## config.mk

```make
export PLATFORM = sky130hd
export DESIGN_NAME = harmonic_voice_synth
export DESIGN_NICKNAME = d
export VERILOG_FILES = /design/src/hdl/hvs_pkg.sv /design/src/hdl/hvs_div.sv /design/src/hdl/hvs_mix.sv /design/src/hdl/harmonic_voice_synth.sv
export SDC_FILE = /design/constraint.sdc
export NUM_CORES = 2
export LEC_CHECK = 0
export BUFFER_PORTS_ARGS = -buffer_cell sky130_fd_sc_hd__buf_4
export CORE_MARGIN = 4
export CORE_UTILIZATION = 47
export DETAILED_ROUTE_END_ITERATION = 10
export SLEW_MARGIN = 10
export SYNTH_ARGS = -nofsm -noshare
export SYNTH_HDL_FRONTEND = slang
export SYNTH_HIERARCHICAL = 1
export SYNTH_SLANG_ARGS = --single-unit
```

## constraint.sdc

```tcl
create_clock -name clk -period 9.8 [get_ports clk]
set_input_delay 0.49 -clock clk [delete_from_list [all_inputs] [get_ports clk]]
set_output_delay 0.49 -clock clk [all_outputs]
set_load 0.05 [all_outputs]
```

## src/hdl/hvs_pkg.sv

```systemverilog
package hvs_pkg;

    // Vowel weighting selectors
    localparam logic [1:0] VOWEL_A = 2'd0;
    localparam logic [1:0] VOWEL_B = 2'd1;

    localparam int unsigned RATE_RESET    = 16000;
    localparam int unsigned ATTACK_DIV    = 25;
    localparam int unsigned RELEASE_DIV   = 18;
    localparam int unsigned ATTACK_RESET  = RATE_RESET / ATTACK_DIV;
    localparam int unsigned RELEASE_RESET = RATE_RESET / RELEASE_DIV;

    // floor(x / 25) and floor(x / 18) for 16-bit x as (x * MUL) >> 21
    localparam int unsigned RECIP_SHIFT = 21;
    localparam int unsigned ATTACK_MUL  = 83887;
    localparam int unsigned RELEASE_MUL = 116509;

    localparam int unsigned ENV_W     = 12;
    localparam int unsigned ENV_FULL  = 32767;
    localparam int          CLAMP_LIM = 28000;
    localparam int unsigned MIX_DIV   = 15;
    localparam int unsigned OUT_DIV   = 3;

    localparam logic signed [15:0] SINE_Q15 [64] = '{
        16'sd0, 16'sd3212, 16'sd6393, 16'sd9512, 16'sd12539, 16'sd15446, 16'sd18204,
        16'sd20787, 16'sd23170, 16'sd25330, 16'sd27245, 16'sd28898, 16'sd30273,
        16'sd31356, 16'sd32137, 16'sd32609, 16'sd32767, 16'sd32609, 16'sd32137,
        16'sd31356, 16'sd30273, 16'sd28898, 16'sd27245, 16'sd25330, 16'sd23170,
        16'sd20787, 16'sd18204, 16'sd15446, 16'sd12539, 16'sd9512, 16'sd6393,
        16'sd3212, 16'sd0, -16'sd3212, -16'sd6393, -16'sd9512, -16'sd12539,
        -16'sd15446, -16'sd18204, -16'sd20787, -16'sd23170, -16'sd25330,
        -16'sd27245, -16'sd28898, -16'sd30273, -16'sd31356, -16'sd32137,
        -16'sd32609, -16'sd32767, -16'sd32609, -16'sd32137, -16'sd31356,
        -16'sd30273, -16'sd28898, -16'sd27245, -16'sd25330, -16'sd23170,
        -16'sd20787, -16'sd18204, -16'sd15446, -16'sd12539, -16'sd9512,
        -16'sd6393, -16'sd3212
    };

endpackage

```

## src/hdl/hvs_div.sv

```systemverilog
module hvs_div #(
    parameter int NW = 39,
    parameter int DW = 22
) (
    input  logic          clk,
    input  logic          rst_n,
    input  logic          start,
    input  logic [NW-1:0] num,
    input  logic [DW-1:0] den,
    output logic          done,
    output logic [NW-1:0] quo
);

    localparam int CW = $clog2(NW + 1);

    logic [NW-1:0] num_reg;
    logic [DW-1:0] den_reg;
    logic [DW-1:0] rem_reg;
    logic [CW-1:0] cnt_reg;
    logic          busy_reg;
    logic          done_reg;

    logic [DW:0]   trial;
    logic          fit;
    logic [DW-1:0] rem_next;
    logic [NW-1:0] num_next;

    // One quotient bit per cycle: shift in the next dividend bit, try the subtract
    assign trial    = {rem_reg, num_reg[NW-1]};
    assign fit      = trial >= {1'b0, den_reg};
    assign rem_next = fit ? DW'(trial - {1'b0, den_reg}) : trial[DW-1:0];
    assign num_next = {num_reg[NW-2:0], fit};

    always_ff @(posedge clk or negedge rst_n)
    begin
        if (!rst_n)
        begin
            busy_reg <= 1'b0;
            done_reg <= 1'b0;
            cnt_reg  <= '0;
        end
        else if (start)
        begin
            busy_reg <= 1'b1;
            done_reg <= 1'b0;
            cnt_reg  <= CW'(NW);
        end
        else if (busy_reg)
        begin
            cnt_reg <= cnt_reg - 1'b1;
            if (cnt_reg == CW'(1))
            begin
                busy_reg <= 1'b0;
                done_reg <= 1'b1;
            end
        end
        else
        begin
            done_reg <= 1'b0;
        end
    end

    always_ff @(posedge clk)
    begin
        if (start)
        begin
            num_reg <= num;
            den_reg <= den;
            rem_reg <= '0;
        end
        else if (busy_reg)
        begin
            num_reg <= num_next;
            rem_reg <= rem_next;
        end
    end

    assign done = done_reg;
    assign quo  = num_reg;

    a_start_idle: assert property (@(posedge clk) disable iff (!rst_n)
        start |-> !busy_reg) else $error("divide started while busy");
    a_done_after_busy: assert property (@(posedge clk) disable iff (!rst_n)
        done_reg |-> $past(busy_reg)) else $error("done without a running divide");
    a_busy_count: assert property (@(posedge clk) disable iff (!rst_n)
        busy_reg |-> cnt_reg != '0) else $error("busy with empty bit count");

endmodule

```

## src/hdl/hvs_mix.sv

```systemverilog
module hvs_mix (
    input  logic               clk,
    input  logic [15:0]        phase,
    input  logic [1:0]         vowel,
    output logic signed [20:0] mix_sum
);

    logic [15:0]        ph2;
    logic [15:0]        ph3;
    logic [15:0]        ph4;
    logic signed [20:0] e1;
    logic signed [20:0] e2;
    logic signed [20:0] e3;
    logic signed [20:0] e4;
    logic signed [20:0] sum_next;
    logic signed [20:0] sum_reg;

    assign ph2 = {phase[14:0], 1'b0};
    assign ph3 = phase + ph2;
    assign ph4 = {phase[13:0], 2'b00};

    // Harmonic lookups at phase bits 15:10
    assign e1 = 21'(hvs_pkg::SINE_Q15[phase[15:10]]);
    assign e2 = 21'(hvs_pkg::SINE_Q15[ph2[15:10]]);
    assign e3 = 21'(hvs_pkg::SINE_Q15[ph3[15:10]]);
    assign e4 = 21'(hvs_pkg::SINE_Q15[ph4[15:10]]);

    always_comb
    begin
        case (vowel)
            hvs_pkg::VOWEL_A: sum_next = e1 * 21'sd9 + e2 * 21'sd4 + e3 * 21'sd2 + e4;
            hvs_pkg::VOWEL_B: sum_next = e1 * 21'sd6 + e2 * 21'sd2 + e3 * 21'sd5
                                         + e4 * 21'sd2;
            default:          sum_next = e1 * 21'sd7 + e2 * 21'sd5 + e3 + e4 * 21'sd3;
        endcase
    end

    always_ff @(posedge clk)
    begin
        sum_reg <= sum_next;
    end

    assign mix_sum = sum_reg;

endmodule

```

## src/hdl/harmonic_voice_synth.sv

```systemverilog
// Harmonic voice synthesizer: one signed 16-bit PCM sample per request.
//
// Channels:
//   s_*   request stream; tdata carries pitch_start, pitch_end, seg_length and
//         seg_position, tuser carries vowel and restart.
//   m_*   sample stream, one sample per request, in request order.
//   cfg_* write of sample_rate; the attack and release lengths are derived on
//         the write. Write only while no request is in flight.
// Timing: one request is in work at a time. Each request runs up to five
// passes of a bit-serial restoring divider (glide, phase step, envelope,
// vowel /15, final /3), each a launch step, the bit-serial shifts and a done
// step, plus an accept, a scale and an output step. Each skipped divide
// (zero length, zero rate, flat envelope, /16 vowels) bypasses the divider.
// The divider sets the rate.
// Reset: phase accumulator cleared, sample_rate = 16000, no sample pending.
// Stall: the finished sample sits in the output register; the next request
// is taken and worked on, and holds in its last step until the output frees.
module harmonic_voice_synth #(
    parameter int SEG_COUNT_BITS = 22
) (
    input  logic                                       clk,
    input  logic                                       rst_n,
    input  logic                                       s_tvalid,
    output logic                                       s_tready,
    // [15:0] pitch_start, [31:16] pitch_end, then seg_length, seg_position, zero pad
    input  logic [((32 + 2*SEG_COUNT_BITS + 7) / 8) * 8 - 1:0] s_tdata,
    // [1:0] vowel, [2] restart
    input  logic [2:0]                                 s_tuser,
    output logic                                       m_tvalid,
    input  logic                                       m_tready,
    // [15:0] sample
    output logic [15:0]                                m_tdata,
    input  logic                                       cfg_valid,
    output logic                                       cfg_ready,
    input  logic [15:0]                                cfg_data
);

    localparam int SEG = SEG_COUNT_BITS;
    localparam int NW  = SEG + 17;
    localparam int DW  = SEG;
    localparam int EW  = hvs_pkg::ENV_W;

    typedef enum logic [7:0] {
        ST_IDLE   = 8'b0000_0001,
        ST_GLIDE  = 8'b0000_0010,
        ST_STEP   = 8'b0000_0100,
        ST_ENV    = 8'b0000_1000,
        ST_MIXDIV = 8'b0001_0000,
        ST_SCALE  = 8'b0010_0000,
        ST_DIV3   = 8'b0100_0000,
        ST_OUT    = 8'b1000_0000
    } state_t;

    state_t state_reg, state_next;
    logic   issued_reg, issued_next;

    logic [15:0]        fs_reg;
    logic [15:0]        f0_reg;
    logic [1:0]         vowel_reg;
    logic [SEG-1:0]     len_reg;
    logic [SEG-1:0]     pos_reg;
    logic               neg_reg;
    logic [16:0]        mag_reg;
    logic [15:0]        phase_reg;
    logic [15:0]        rate_reg;
    logic [EW-1:0]      attack_reg;
    logic [EW-1:0]      release_reg;
    logic [15:0]        env_reg;
    logic signed [16:0] mixed_reg;
    logic signed [32:0] prod_reg;
    logic [15:0]        res_reg;
    logic [15:0]        out_data_reg;
    logic               out_valid_reg;

    logic [15:0]        in_fs;
    logic [15:0]        in_fe;
    logic [SEG-1:0]     in_len;
    logic [SEG-1:0]     in_pos;
    logic signed [16:0] in_diff;
    logic               accept;

    logic               div_start;
    logic [NW-1:0]      div_num;
    logic [DW-1:0]      div_den;
    logic               div_done;
    logic [NW-1:0]      div_quo;
    logic               div_need;

    logic               att_hit;
    logic               rel_hit;
    logic [SEG-1:0]     rel_x;
    logic [SEG-1:0]     env_x;

    logic signed [20:0] mix_sum;
    logic               mix_neg;
    logic [19:0]        mix_mag;
    logic signed [20:0] mix_by16;

    logic signed [17:0] scaled;
    logic [16:0]        scaled_mag;
    logic signed [17:0] div3_res;
    logic [33:0]        att_prod;
    logic [33:0]        rel_prod;

    // Unpack the request
    assign in_fs   = s_tdata[15:0];
    assign in_fe   = s_tdata[31:16];
    assign in_len  = s_tdata[32 +: SEG];
    assign in_pos  = s_tdata[32 + SEG +: SEG];
    assign in_diff = $signed({1'b0, in_fe}) - $signed({1'b0, in_fs});

    assign s_tready  = (state_reg == ST_IDLE);
    assign accept    = s_tvalid && s_tready;
    assign cfg_ready = 1'b1;

    // Envelope branch selection
    assign att_hit = pos_reg < SEG'(attack_reg);
    assign rel_x   = len_reg - pos_reg;
    assign rel_hit = rel_x < SEG'(release_reg);
    assign env_x   = att_hit ? pos_reg : rel_x;

    // Vowel mix magnitude and the /16 truncating path
    assign mix_neg  = mix_sum[20];
    assign mix_mag  = mix_neg ? 20'(-mix_sum) : mix_sum[19:0];
    assign mix_by16 = (mix_sum + (mix_neg ? 21'sd15 : 21'sd0)) >>> 4;

    // Floor shift by 15 of the enveloped mix, then magnitude for /3
    assign scaled     = 18'(prod_reg >>> 15);
    assign scaled_mag = scaled[17] ? 17'(-scaled) : scaled[16:0];
    assign div3_res   = scaled[17] ? -$signed({1'b0, div_quo[16:0]})
                                   : $signed({1'b0, div_quo[16:0]});

    assign att_prod = 34'(cfg_data) * 34'(hvs_pkg::ATTACK_MUL);
    assign rel_prod = 34'(cfg_data) * 34'(hvs_pkg::RELEASE_MUL);

    // Divider operands per step
    always_comb
    begin
        div_num  = '0;
        div_den  = '0;
        div_need = 1'b0;
        case (state_reg)
            ST_GLIDE:
            begin
                div_need = len_reg != '0;
                div_num  = NW'(mag_reg) * NW'(pos_reg);
                div_den  = len_reg;
            end
            ST_STEP:
            begin
                div_need = rate_reg != '0;
                div_num  = NW'({f0_reg, 16'h0000});
                div_den  = DW'(rate_reg);
            end
            ST_ENV:
            begin
                div_need = att_hit || rel_hit;
                div_num  = (NW'(env_x) << 15) - NW'(env_x);
                div_den  = att_hit ? DW'(attack_reg) : DW'(release_reg);
            end
            ST_MIXDIV:
            begin
                div_need = vowel_reg == hvs_pkg::VOWEL_B;
                div_num  = NW'(mix_mag);
                div_den  = DW'(hvs_pkg::MIX_DIV);
            end
            ST_DIV3:
            begin
                div_need = 1'b1;
                div_num  = NW'(scaled_mag);
                div_den  = DW'(hvs_pkg::OUT_DIV);
            end
            default:
            begin
                div_need = 1'b0;
            end
        endcase
    end

    assign div_start = div_need && !issued_reg;

    // Step sequencer: launch a divide, wait for it, or skip straight on
    always_comb
    begin
        state_next  = state_reg;
        issued_next = issued_reg;
        case (state_reg)
            ST_IDLE:
            begin
                if (accept)
                begin
                    state_next = ST_GLIDE;
                end
            end
            ST_GLIDE, ST_STEP, ST_ENV, ST_MIXDIV, ST_DIV3:
            begin
                if (div_start)
                begin
                    issued_next = 1'b1;
                end
                else if (!div_need || div_done)
                begin
                    issued_next = 1'b0;
                    case (state_reg)
                        ST_GLIDE:  state_next = ST_STEP;
                        ST_STEP:   state_next = ST_ENV;
                        ST_ENV:    state_next = ST_MIXDIV;
                        ST_MIXDIV: state_next = ST_SCALE;
                        default:   state_next = ST_OUT;
                    endcase
                end
            end
            ST_SCALE:
            begin
                state_next = ST_DIV3;
            end
            ST_OUT:
            begin
                if (!out_valid_reg || m_tready)
                begin
                    state_next = ST_IDLE;
                end
            end
            default:
            begin
                state_next = ST_IDLE;
            end
        endcase
    end

    wire step_end = !div_start && (!div_need || div_done);

    always_ff @(posedge clk or negedge rst_n)
    begin
        if (!rst_n)
        begin
            state_reg     <= ST_IDLE;
            issued_reg    <= 1'b0;
            out_valid_reg <= 1'b0;
            phase_reg     <= '0;
            rate_reg      <= 16'(hvs_pkg::RATE_RESET);
            attack_reg    <= EW'(hvs_pkg::ATTACK_RESET);
            release_reg   <= EW'(hvs_pkg::RELEASE_RESET);
        end
        else
        begin
            state_reg  <= state_next;
            issued_reg <= issued_next;

            if (cfg_valid && cfg_ready)
            begin
                rate_reg    <= cfg_data;
                attack_reg  <= EW'(att_prod >> hvs_pkg::RECIP_SHIFT);
                release_reg <= EW'(rel_prod >> hvs_pkg::RECIP_SHIFT);
            end

            // Restart clears the phase ahead of this sample's step
            if (accept && s_tuser[2])
            begin
                phase_reg <= '0;
            end
            else if (state_reg == ST_STEP && step_end && div_need)
            begin
                phase_reg <= phase_reg + div_quo[15:0];
            end

            if (state_reg == ST_OUT && (!out_valid_reg || m_tready))
            begin
                out_valid_reg <= 1'b1;
            end
            else if (m_tready)
            begin
                out_valid_reg <= 1'b0;
            end
        end
    end

    // Datapath holding registers
    always_ff @(posedge clk)
    begin
        if (accept)
        begin
            fs_reg    <= in_fs;
            vowel_reg <= s_tuser[1:0];
            len_reg   <= in_len;
            pos_reg   <= (in_pos > in_len) ? in_len : in_pos;
            neg_reg   <= in_diff[16];
            mag_reg   <= in_diff[16] ? 17'(-in_diff) : 17'(in_diff);
        end
        case (state_reg)
            ST_GLIDE:
            begin
                if (step_end)
                begin
                    if (!div_need)
                        f0_reg <= fs_reg;
                    else if (neg_reg)
                        f0_reg <= fs_reg - div_quo[15:0];
                    else
                        f0_reg <= fs_reg + div_quo[15:0];
                end
            end
            ST_ENV:
            begin
                if (step_end)
                    env_reg <= div_need ? div_quo[15:0] : 16'(hvs_pkg::ENV_FULL);
            end
            ST_MIXDIV:
            begin
                if (step_end)
                begin
                    if (!div_need)
                        mixed_reg <= 17'(mix_by16);
                    else if (mix_neg)
                        mixed_reg <= -$signed({1'b0, div_quo[15:0]});
                    else
                        mixed_reg <= $signed({1'b0, div_quo[15:0]});
                end
            end
            ST_SCALE:
            begin
                prod_reg <= 33'(mixed_reg) * $signed({17'h0, env_reg});
            end
            ST_DIV3:
            begin
                if (step_end)
                begin
                    if (div3_res > 18'(hvs_pkg::CLAMP_LIM))
                        res_reg <= 16'(hvs_pkg::CLAMP_LIM);
                    else if (div3_res < -18'(hvs_pkg::CLAMP_LIM))
                        res_reg <= 16'(-hvs_pkg::CLAMP_LIM);
                    else
                        res_reg <= div3_res[15:0];
                end
            end
            ST_OUT:
            begin
                if (!out_valid_reg || m_tready)
                    out_data_reg <= res_reg;
            end
            default:
            begin
            end
        endcase
    end

    assign m_tvalid = out_valid_reg;
    assign m_tdata  = out_data_reg;

    hvs_div #(
        .NW(NW),
        .DW(DW)
    ) u_div (
        .clk   (clk),
        .rst_n (rst_n),
        .start (div_start),
        .num   (div_num),
        .den   (div_den),
        .done  (div_done),
        .quo   (div_quo)
    );

    hvs_mix u_mix (
        .clk     (clk),
        .phase   (phase_reg),
        .vowel   (vowel_reg),
        .mix_sum (mix_sum)
    );

    a_accept_busy: assert property (@(posedge clk) disable iff (!rst_n)
        accept |=> state_reg != ST_IDLE) else $error("accept left sequencer idle");
    a_out_from_last: assert property (@(posedge clk) disable iff (!rst_n)
        $rose(m_tvalid) |-> $past(state_reg == ST_OUT))
        else $error("sample shown outside final step");
    a_clamp: assert property (@(posedge clk) disable iff (!rst_n)
        m_tvalid |-> ($signed(m_tdata) <= 16'sd28000 && $signed(m_tdata) >= -16'sd28000))
        else $error("sample outside clamp range");

endmodule
```

# After elaboration in Yosys (flattened, before gate mapping)
# Memories as Yosys holds them, arrays and structs flattened.
# Cells that the tools add are included.
# word_totals
latch_bits,0
in_bits,104
memories,4
mem_bits_ro,4096
ram_bits,0
ff_bits,372
output_inout_bits,19
# memory_table
name,depth,width,read_ports,rd_ports_with_merged_regs,wr,line,source
(name not given),64,16,1,0,0,hvs_mix.sv:25,assign e3 = 21'(hvs_pkg::SINE_Q15[ph3[15:10]]);
(name not given),64,16,1,0,0,hvs_mix.sv:24,assign e2 = 21'(hvs_pkg::SINE_Q15[ph2[15:10]]);
(name not given),64,16,1,0,0,hvs_mix.sv:26,assign e4 = 21'(hvs_pkg::SINE_Q15[ph4[15:10]]);
(name not given),64,16,1,0,0,hvs_mix.sv:23,assign e1 = 21'(hvs_pkg::SINE_Q15[phase[15:10]]);
# op_classes
n_div,0
bitwise,4
n_mux,48
n_reduce_logical,30
multipliers,10
n_lt_le_gt_ge,10
addsub,24
n_eq_ne,15
n_shift,0
# op_table
cell,n
16-bit 2-to-1 mux,14
39-bit one-hot mux with 5 select lines,1
22-bit one-hot mux with 5 select lines,1
39-bit 2-to-1 mux,2
16-bit by 17-bit multiplier with 33-bit output (second input constant),2
22-bit 2-to-1 mux,3
8-bit one-hot mux with 4 select lines,2
21-bit adder,3
16-bit by 4-bit multiplier with 20-bit output (second input constant),3
17-bit 2-to-1 mux,3
16-bit adder,3
22-bit by 12-bit less-than comparator with 1-bit output,2
22-bit subtractor,2
21-bit by 16-bit adder with 21-bit output,2
21-bit by 17-bit adder with 21-bit output,2
21-bit one-hot mux with 2 select lines,1
17-bit by 22-bit multiplier with 39-bit output,1
16-bit by 3-bit multiplier with 19-bit output (second input constant),2
37-bit by 22-bit subtractor with 38-bit output,1
17-bit negation,2
17-bit by 17-bit multiplier with 33-bit output,1
8-bit 2-to-1 mux,4
7-bit >= comparator (second input constant),4
6-bit NOT with 7-bit output,4
other kinds (45),76

# Logic depth before layout (Yosys ltp)
# depth
ltp_word,11
ltp_mapped,35

# Hierarchy
# The synthesis kept the hierarchy.
# modules_own_cells
mod,cells_each,instances,seq_area_each_um2,area_each_um2
harmonic_voice_synth,5226,1,7045.5,48227.5
hvs_mix,2136,1,420.4,16454.5
hvs_div,434,1,2472.4,4979.8

# Worst setup path before layout
# No wires, ideal clock.
# synth_path
path_kind,register -> register
from,register phase_reg[10]
to,register u_mix.sum_reg[18] (netlist: u_mix/mix_sum[18])
path_slack_ns,1.205
stages_incl_launch_ff,34
required_ns,9.678
setup_ns,0.122
arrival_ns,8.473
cell_sequence,dfrtp_1 -> clkbuf_1 -> inv_1 -> clkbuf_1 -> ha_1 -> clkbuf_1 -> nand2_1 -> o31ai_2 -> xnor2_1 -> inv_2 -> buf_1 -> ha_1 -> clkbuf_1 -> nor2_1 -> and3_1 -> o31ai_1 -> o31ai_1 -> fa_1 -> inv_1 -> fa_1 -> fa_1 -> inv_1 -> fa_1 -> fa_1 -> inv_1 -> a21oi_1 -> o21bai_1 -> a21oi_1 -> o21ai_0 -> a2111oi_0 -> or3_1 -> xnor2_1 -> and2_1 -> a221o_1
# synth_via
elab_chain_len,9
word_cells_on_any_way,33
classes_between,add/sub (10); mul (6); mux (9); bitwise (4); memory (4)
# synth_rtl
element,line,source
from (decl),harmonic_voice_synth.sv:64,logic [15:0] phase_reg;
from (signal assigned),harmonic_voice_synth.sv:264,phase_reg <= phase_reg + div_quo[15:0];
"6-bit NOT with 7-bit output (implied by the code), or another cell as far along",hvs_mix.sv:23,
"memory read 64 x 16 bit, or another cell as far along",-,
"16-bit 2-to-1 mux (implied by the code), or another cell as far along",hvs_mix.sv:23,
"16-bit 2-to-1 mux, on equally long branches","hvs_mix.sv:23, hvs_mix.sv:24, hvs_mix.sv:25",
"16-bit by 4-bit multiplier with 20-bit output, or another cell as far along",hvs_mix.sv:34,default: sum_next = e1 * 21'sd7 + e2 * 21'sd5 + e3 + e4 * 21'sd3;
"21-bit adder, or another cell as far along",hvs_mix.sv:34,
"21-bit by 16-bit adder with 21-bit output, or another cell as far along",hvs_mix.sv:34,
"21-bit adder, or another cell as far along",hvs_mix.sv:34,
21-bit one-hot mux with 2 select lines (*),hvs_mix.sv:30,case (vowel)
named net u_mix.sum_next[18],hvs_mix.sv:15,logic signed [20:0] sum_next;
to (signal assigned),hvs_mix.sv:40,sum_reg <= sum_next;
to (decl),hvs_mix.sv:16,logic signed [20:0] sum_reg;
# Mark *: on every way through the listed nets, which the timed path passes. The rest lies on a longest branch. The select of a mux whose other input is x is not followed.
# A chain may end at the register's enable or synchronous reset.

# Final worst setup path
# layout_path
from,register phase_reg[9]
to,register u_mix.sum_reg[18] (netlist: u_mix/mix_sum[18])
# layout_via
elab_chain_len,9
word_cells_on_any_way,26
classes_between,add/sub (10); mul (3); mux (7); bitwise (3); memory (3)
# layout_rtl
element,line
6-bit NOT with 7-bit output (implied by the code) or 16-bit adder (tied branches),"hvs_mix.sv:24, hvs_mix.sv:19"
memory read 64 x 16 bit or 6-bit NOT with 7-bit output (tied branches),-
16-bit 2-to-1 mux (implied by the code) or memory read 64 x 16 bit (tied branches),-
"16-bit 2-to-1 mux, on equally long branches","hvs_mix.sv:24, hvs_mix.sv:25"
16-bit by 4-bit multiplier with 20-bit output or 16-bit 2-to-1 mux (tied branches),"hvs_mix.sv:34, hvs_mix.sv:25"
21-bit adder or 16-bit by 4-bit multiplier with 20-bit output (tied branches),"hvs_mix.sv:34, hvs_mix.sv:32"
21-bit by 16-bit adder with 21-bit output or 21-bit adder (tied branches),"hvs_mix.sv:34, hvs_mix.sv:32"
21-bit adder or 21-bit by 17-bit adder with 21-bit output (tied branches),"hvs_mix.sv:34, hvs_mix.sv:33"
21-bit one-hot mux with 2 select lines (*),hvs_mix.sv:30
named net u_mix.sum_next[18],hvs_mix.sv:15
# Marks and branches as above.

==> run metrics <==
outcome finished, final reports clean; H-tree Lvls 2; ys flop type edfxtp_1; Syn Area/Cell 8.936 sq um; Fin Setup TNS 0 ns; first-pass GRT wire length 323.2 mm; # setup viols final 0; Slew headroom 18.65%; grt ovf 0; Total Die Area 154400 sq um; area leader, netlist fa_1; pins over their slew limit 0; Worst Clk Skew 0.02557 ns; Initial DRC Count 4393; fin util 50.20%; Area Growth Syn to Fin 6.277%; CTS buffer count 45; slowest cell delay on critical path 0.71 ns; most frequent cells in the layout inv_1, fa_1, ha_1, nand2_1, a21oi_1; placer's final routability congestion estimate 0.9618; worst skew pair latency 0.62 ns; Post-CTS Setup Bufs 0; max frequency 0.1065 GHz; Wirelength per Cell 20.96 microns; fin crit period 9.386 ns; net count after synthesis 9679; Sink Count 357; CP max-delay cell xnor2_1; Clk pin slew, worst setup/hold paths 0.07 ns; Post-CTS Resized 0; max FFs per register 39; Final period util 95.77%; min setup slack post-route 0.4144 ns; detailed-placement wirelength estimate 164.0 mm; port bufs 117; CTS tree built; CP dominant cell by count inv_1; synthesis-stage register bit count 357; hold_buf cts 2; Worst Path Required 10.31 ns; largest net degree at the start of global routing 104; DRC viols 0; Startpoint Class flop; vias in the first global route 55760; synth top area cells fa_1, ha_1, edfxtp_1, inv_1, nand2_1; Final Hold Slack 0.03706 ns; clk buf depth 3; nets@finish 9617; crit path DAT 9.90 ns; Total Wirelength 203.4 mm; Setup WS pre-CTS 0.6984 ns; chip height 393.0 microns; Syn Inst Count 7796; synth unique cells 126; Worst Tran Pin Value 1.220 ns; RSZ-0062 raised after global routing false; Die Width 393.0 microns; Starting Density 47.23%; # rows 141; share of cells above drive strength 1 6.897%; mapped cell area 69660 sq um; via count 54910; Synth Warn # 6; Worst Hold Class in2reg; Placeable Area 147500 sq um; initial antenna violation count 5; post-synthesis sequential area ratio 14.27%; Ports 123; DR pass1 iterations 6; Via density 5.659; Max Cap Viol 0; Hold Violations, Final 0; EDFF count, synth 240; Root Buffer clkbuf_16; type of the worst setup path reg2reg; total global-route track usage 26.70%; crit path capture type flop; Post-DRT Antenna Nets 0; area share of the largest cell type after synthesis 27.10%; async set-reset flop share out of synthesis 20.73%; most common cell after layout, fill and taps aside inv_1; largest fanout on the critical path 11
[critical path: cells and delay by family, from the launching register on]
kind / cells / cell delay (ns)
adders and majority gates: 8 / 3.36
AOI/OAI and AO/OA: 11 / 2.69
DFF: 1 / 0.38
buffers and inverters: 10 / 1.44
xor gates and xnor gates: 2 / 0.85
and+or+nand+nor: 2 / 0.56
[metal layers]
layer	up-vias	GRT usage (%)	routed length, microns
li1	25490	-	-
met1	27400	36.22	87600
met2	1671	44.86	97150
met3	351	3.051	11510
met4	4	8.295	7098
met5	-	0	22
[synth_stat cells (all sizes together) (15+ instances only)]
| library cell | count |
|---|---|
| inv | 1429 |
| a21oi | 363 |
| nand2 | 787 |
| o211ai | 48 |
| or4 | 15 |
| xnor2 | 221 |
| or2 | 31 |
| a22oi | 22 |
| buf | 93 |
| o22ai | 43 |
| nand4 | 39 |
| nand3 | 96 |
| o221ai | 15 |
| nor2b | 49 |
| clkbuf | 252 |
| dfstp | 15 |
| and2 | 279 |
| a221oi | 18 |
| a31oi | 49 |
| mux2i | 60 |
| ha | 836 |
| a21o | 108 |
| o31a | 16 |
| o21a | 48 |
| and3 | 47 |
| nand2b | 61 |
| xor2 | 141 |
| o21bai | 29 |
| a21boi | 15 |
| a31o | 18 |
| a211o | 16 |
| o21ai | 305 |
| edfxtp | 240 |
| nor2 | 349 |
| nor3 | 121 |
| or3 | 50 |
| mux2 | 92 |
| nor3b | 18 |
| fa | 943 |
| dfxtp | 43 |
| o31ai | 38 |
| a211oi | 65 |
| dfrtp | 59 |
| nor4 | 27 |
[per-stage QoR]
stage	std cells	instance area, sq um
floorplan	7796	69660
finish	9703	74030
global placement	9615	72490
detailed placement	9615	72490
CTS	9701	74030
global route	9701	74030
[area by class of cell]
type / count / area (sq um)
Multi-Input combinational cell: 5662 / 52980
Antenna cell: 2 / 5.005
Clock buffer: 59 / 1262
Inverter: 1432 / 5375
Fill cell: 14010 / 73450
Clock inverter: 25 / 259.0
Sequential cell: 357 / 9948
Timing Repair Buffer: 236 / 1789
Tap cell: 1930 / 2415
[kinds of logic (layout without fill, tap and decap cells)]
group,Yosys count,count (layout),synth area share (%)
and+or+nand+nor,2003,2003,13.86
adders and majority gates,1780,1780,42.13
buffers and inverters,1777,1752,9.780
AOI/OAI and AO/OA,1359,1359,12.87
xor gates and xnor gates,362,362,4.573
DFF,357,357,14.27
muxes,157,157,2.511
other,1,3,0.005383
[path summary, 6_finish.rpt]
path                               from  slack (ns)                 to  depth (start not counted)
max reg2reg                phase_reg[9]        0.41  u_mix/mix_sum[18]                         33
min reg2reg                  res_reg[3]        0.42         m_tdata[3]                          0
min in group asynchronous         rst_n        0.28     attack_reg[11]                          2
max                        phase_reg[9]        0.41  u_mix/mix_sum[18]                         33
min                          s_tuser[0]        0.04       vowel_reg[0]                          1
max in group asynchronous         rst_n        8.41      phase_reg[13]                          3
Power is left out: the tool's default activity adds up to more than one toggle a clock period on the data nets, which glitch-free logic cannot reach.
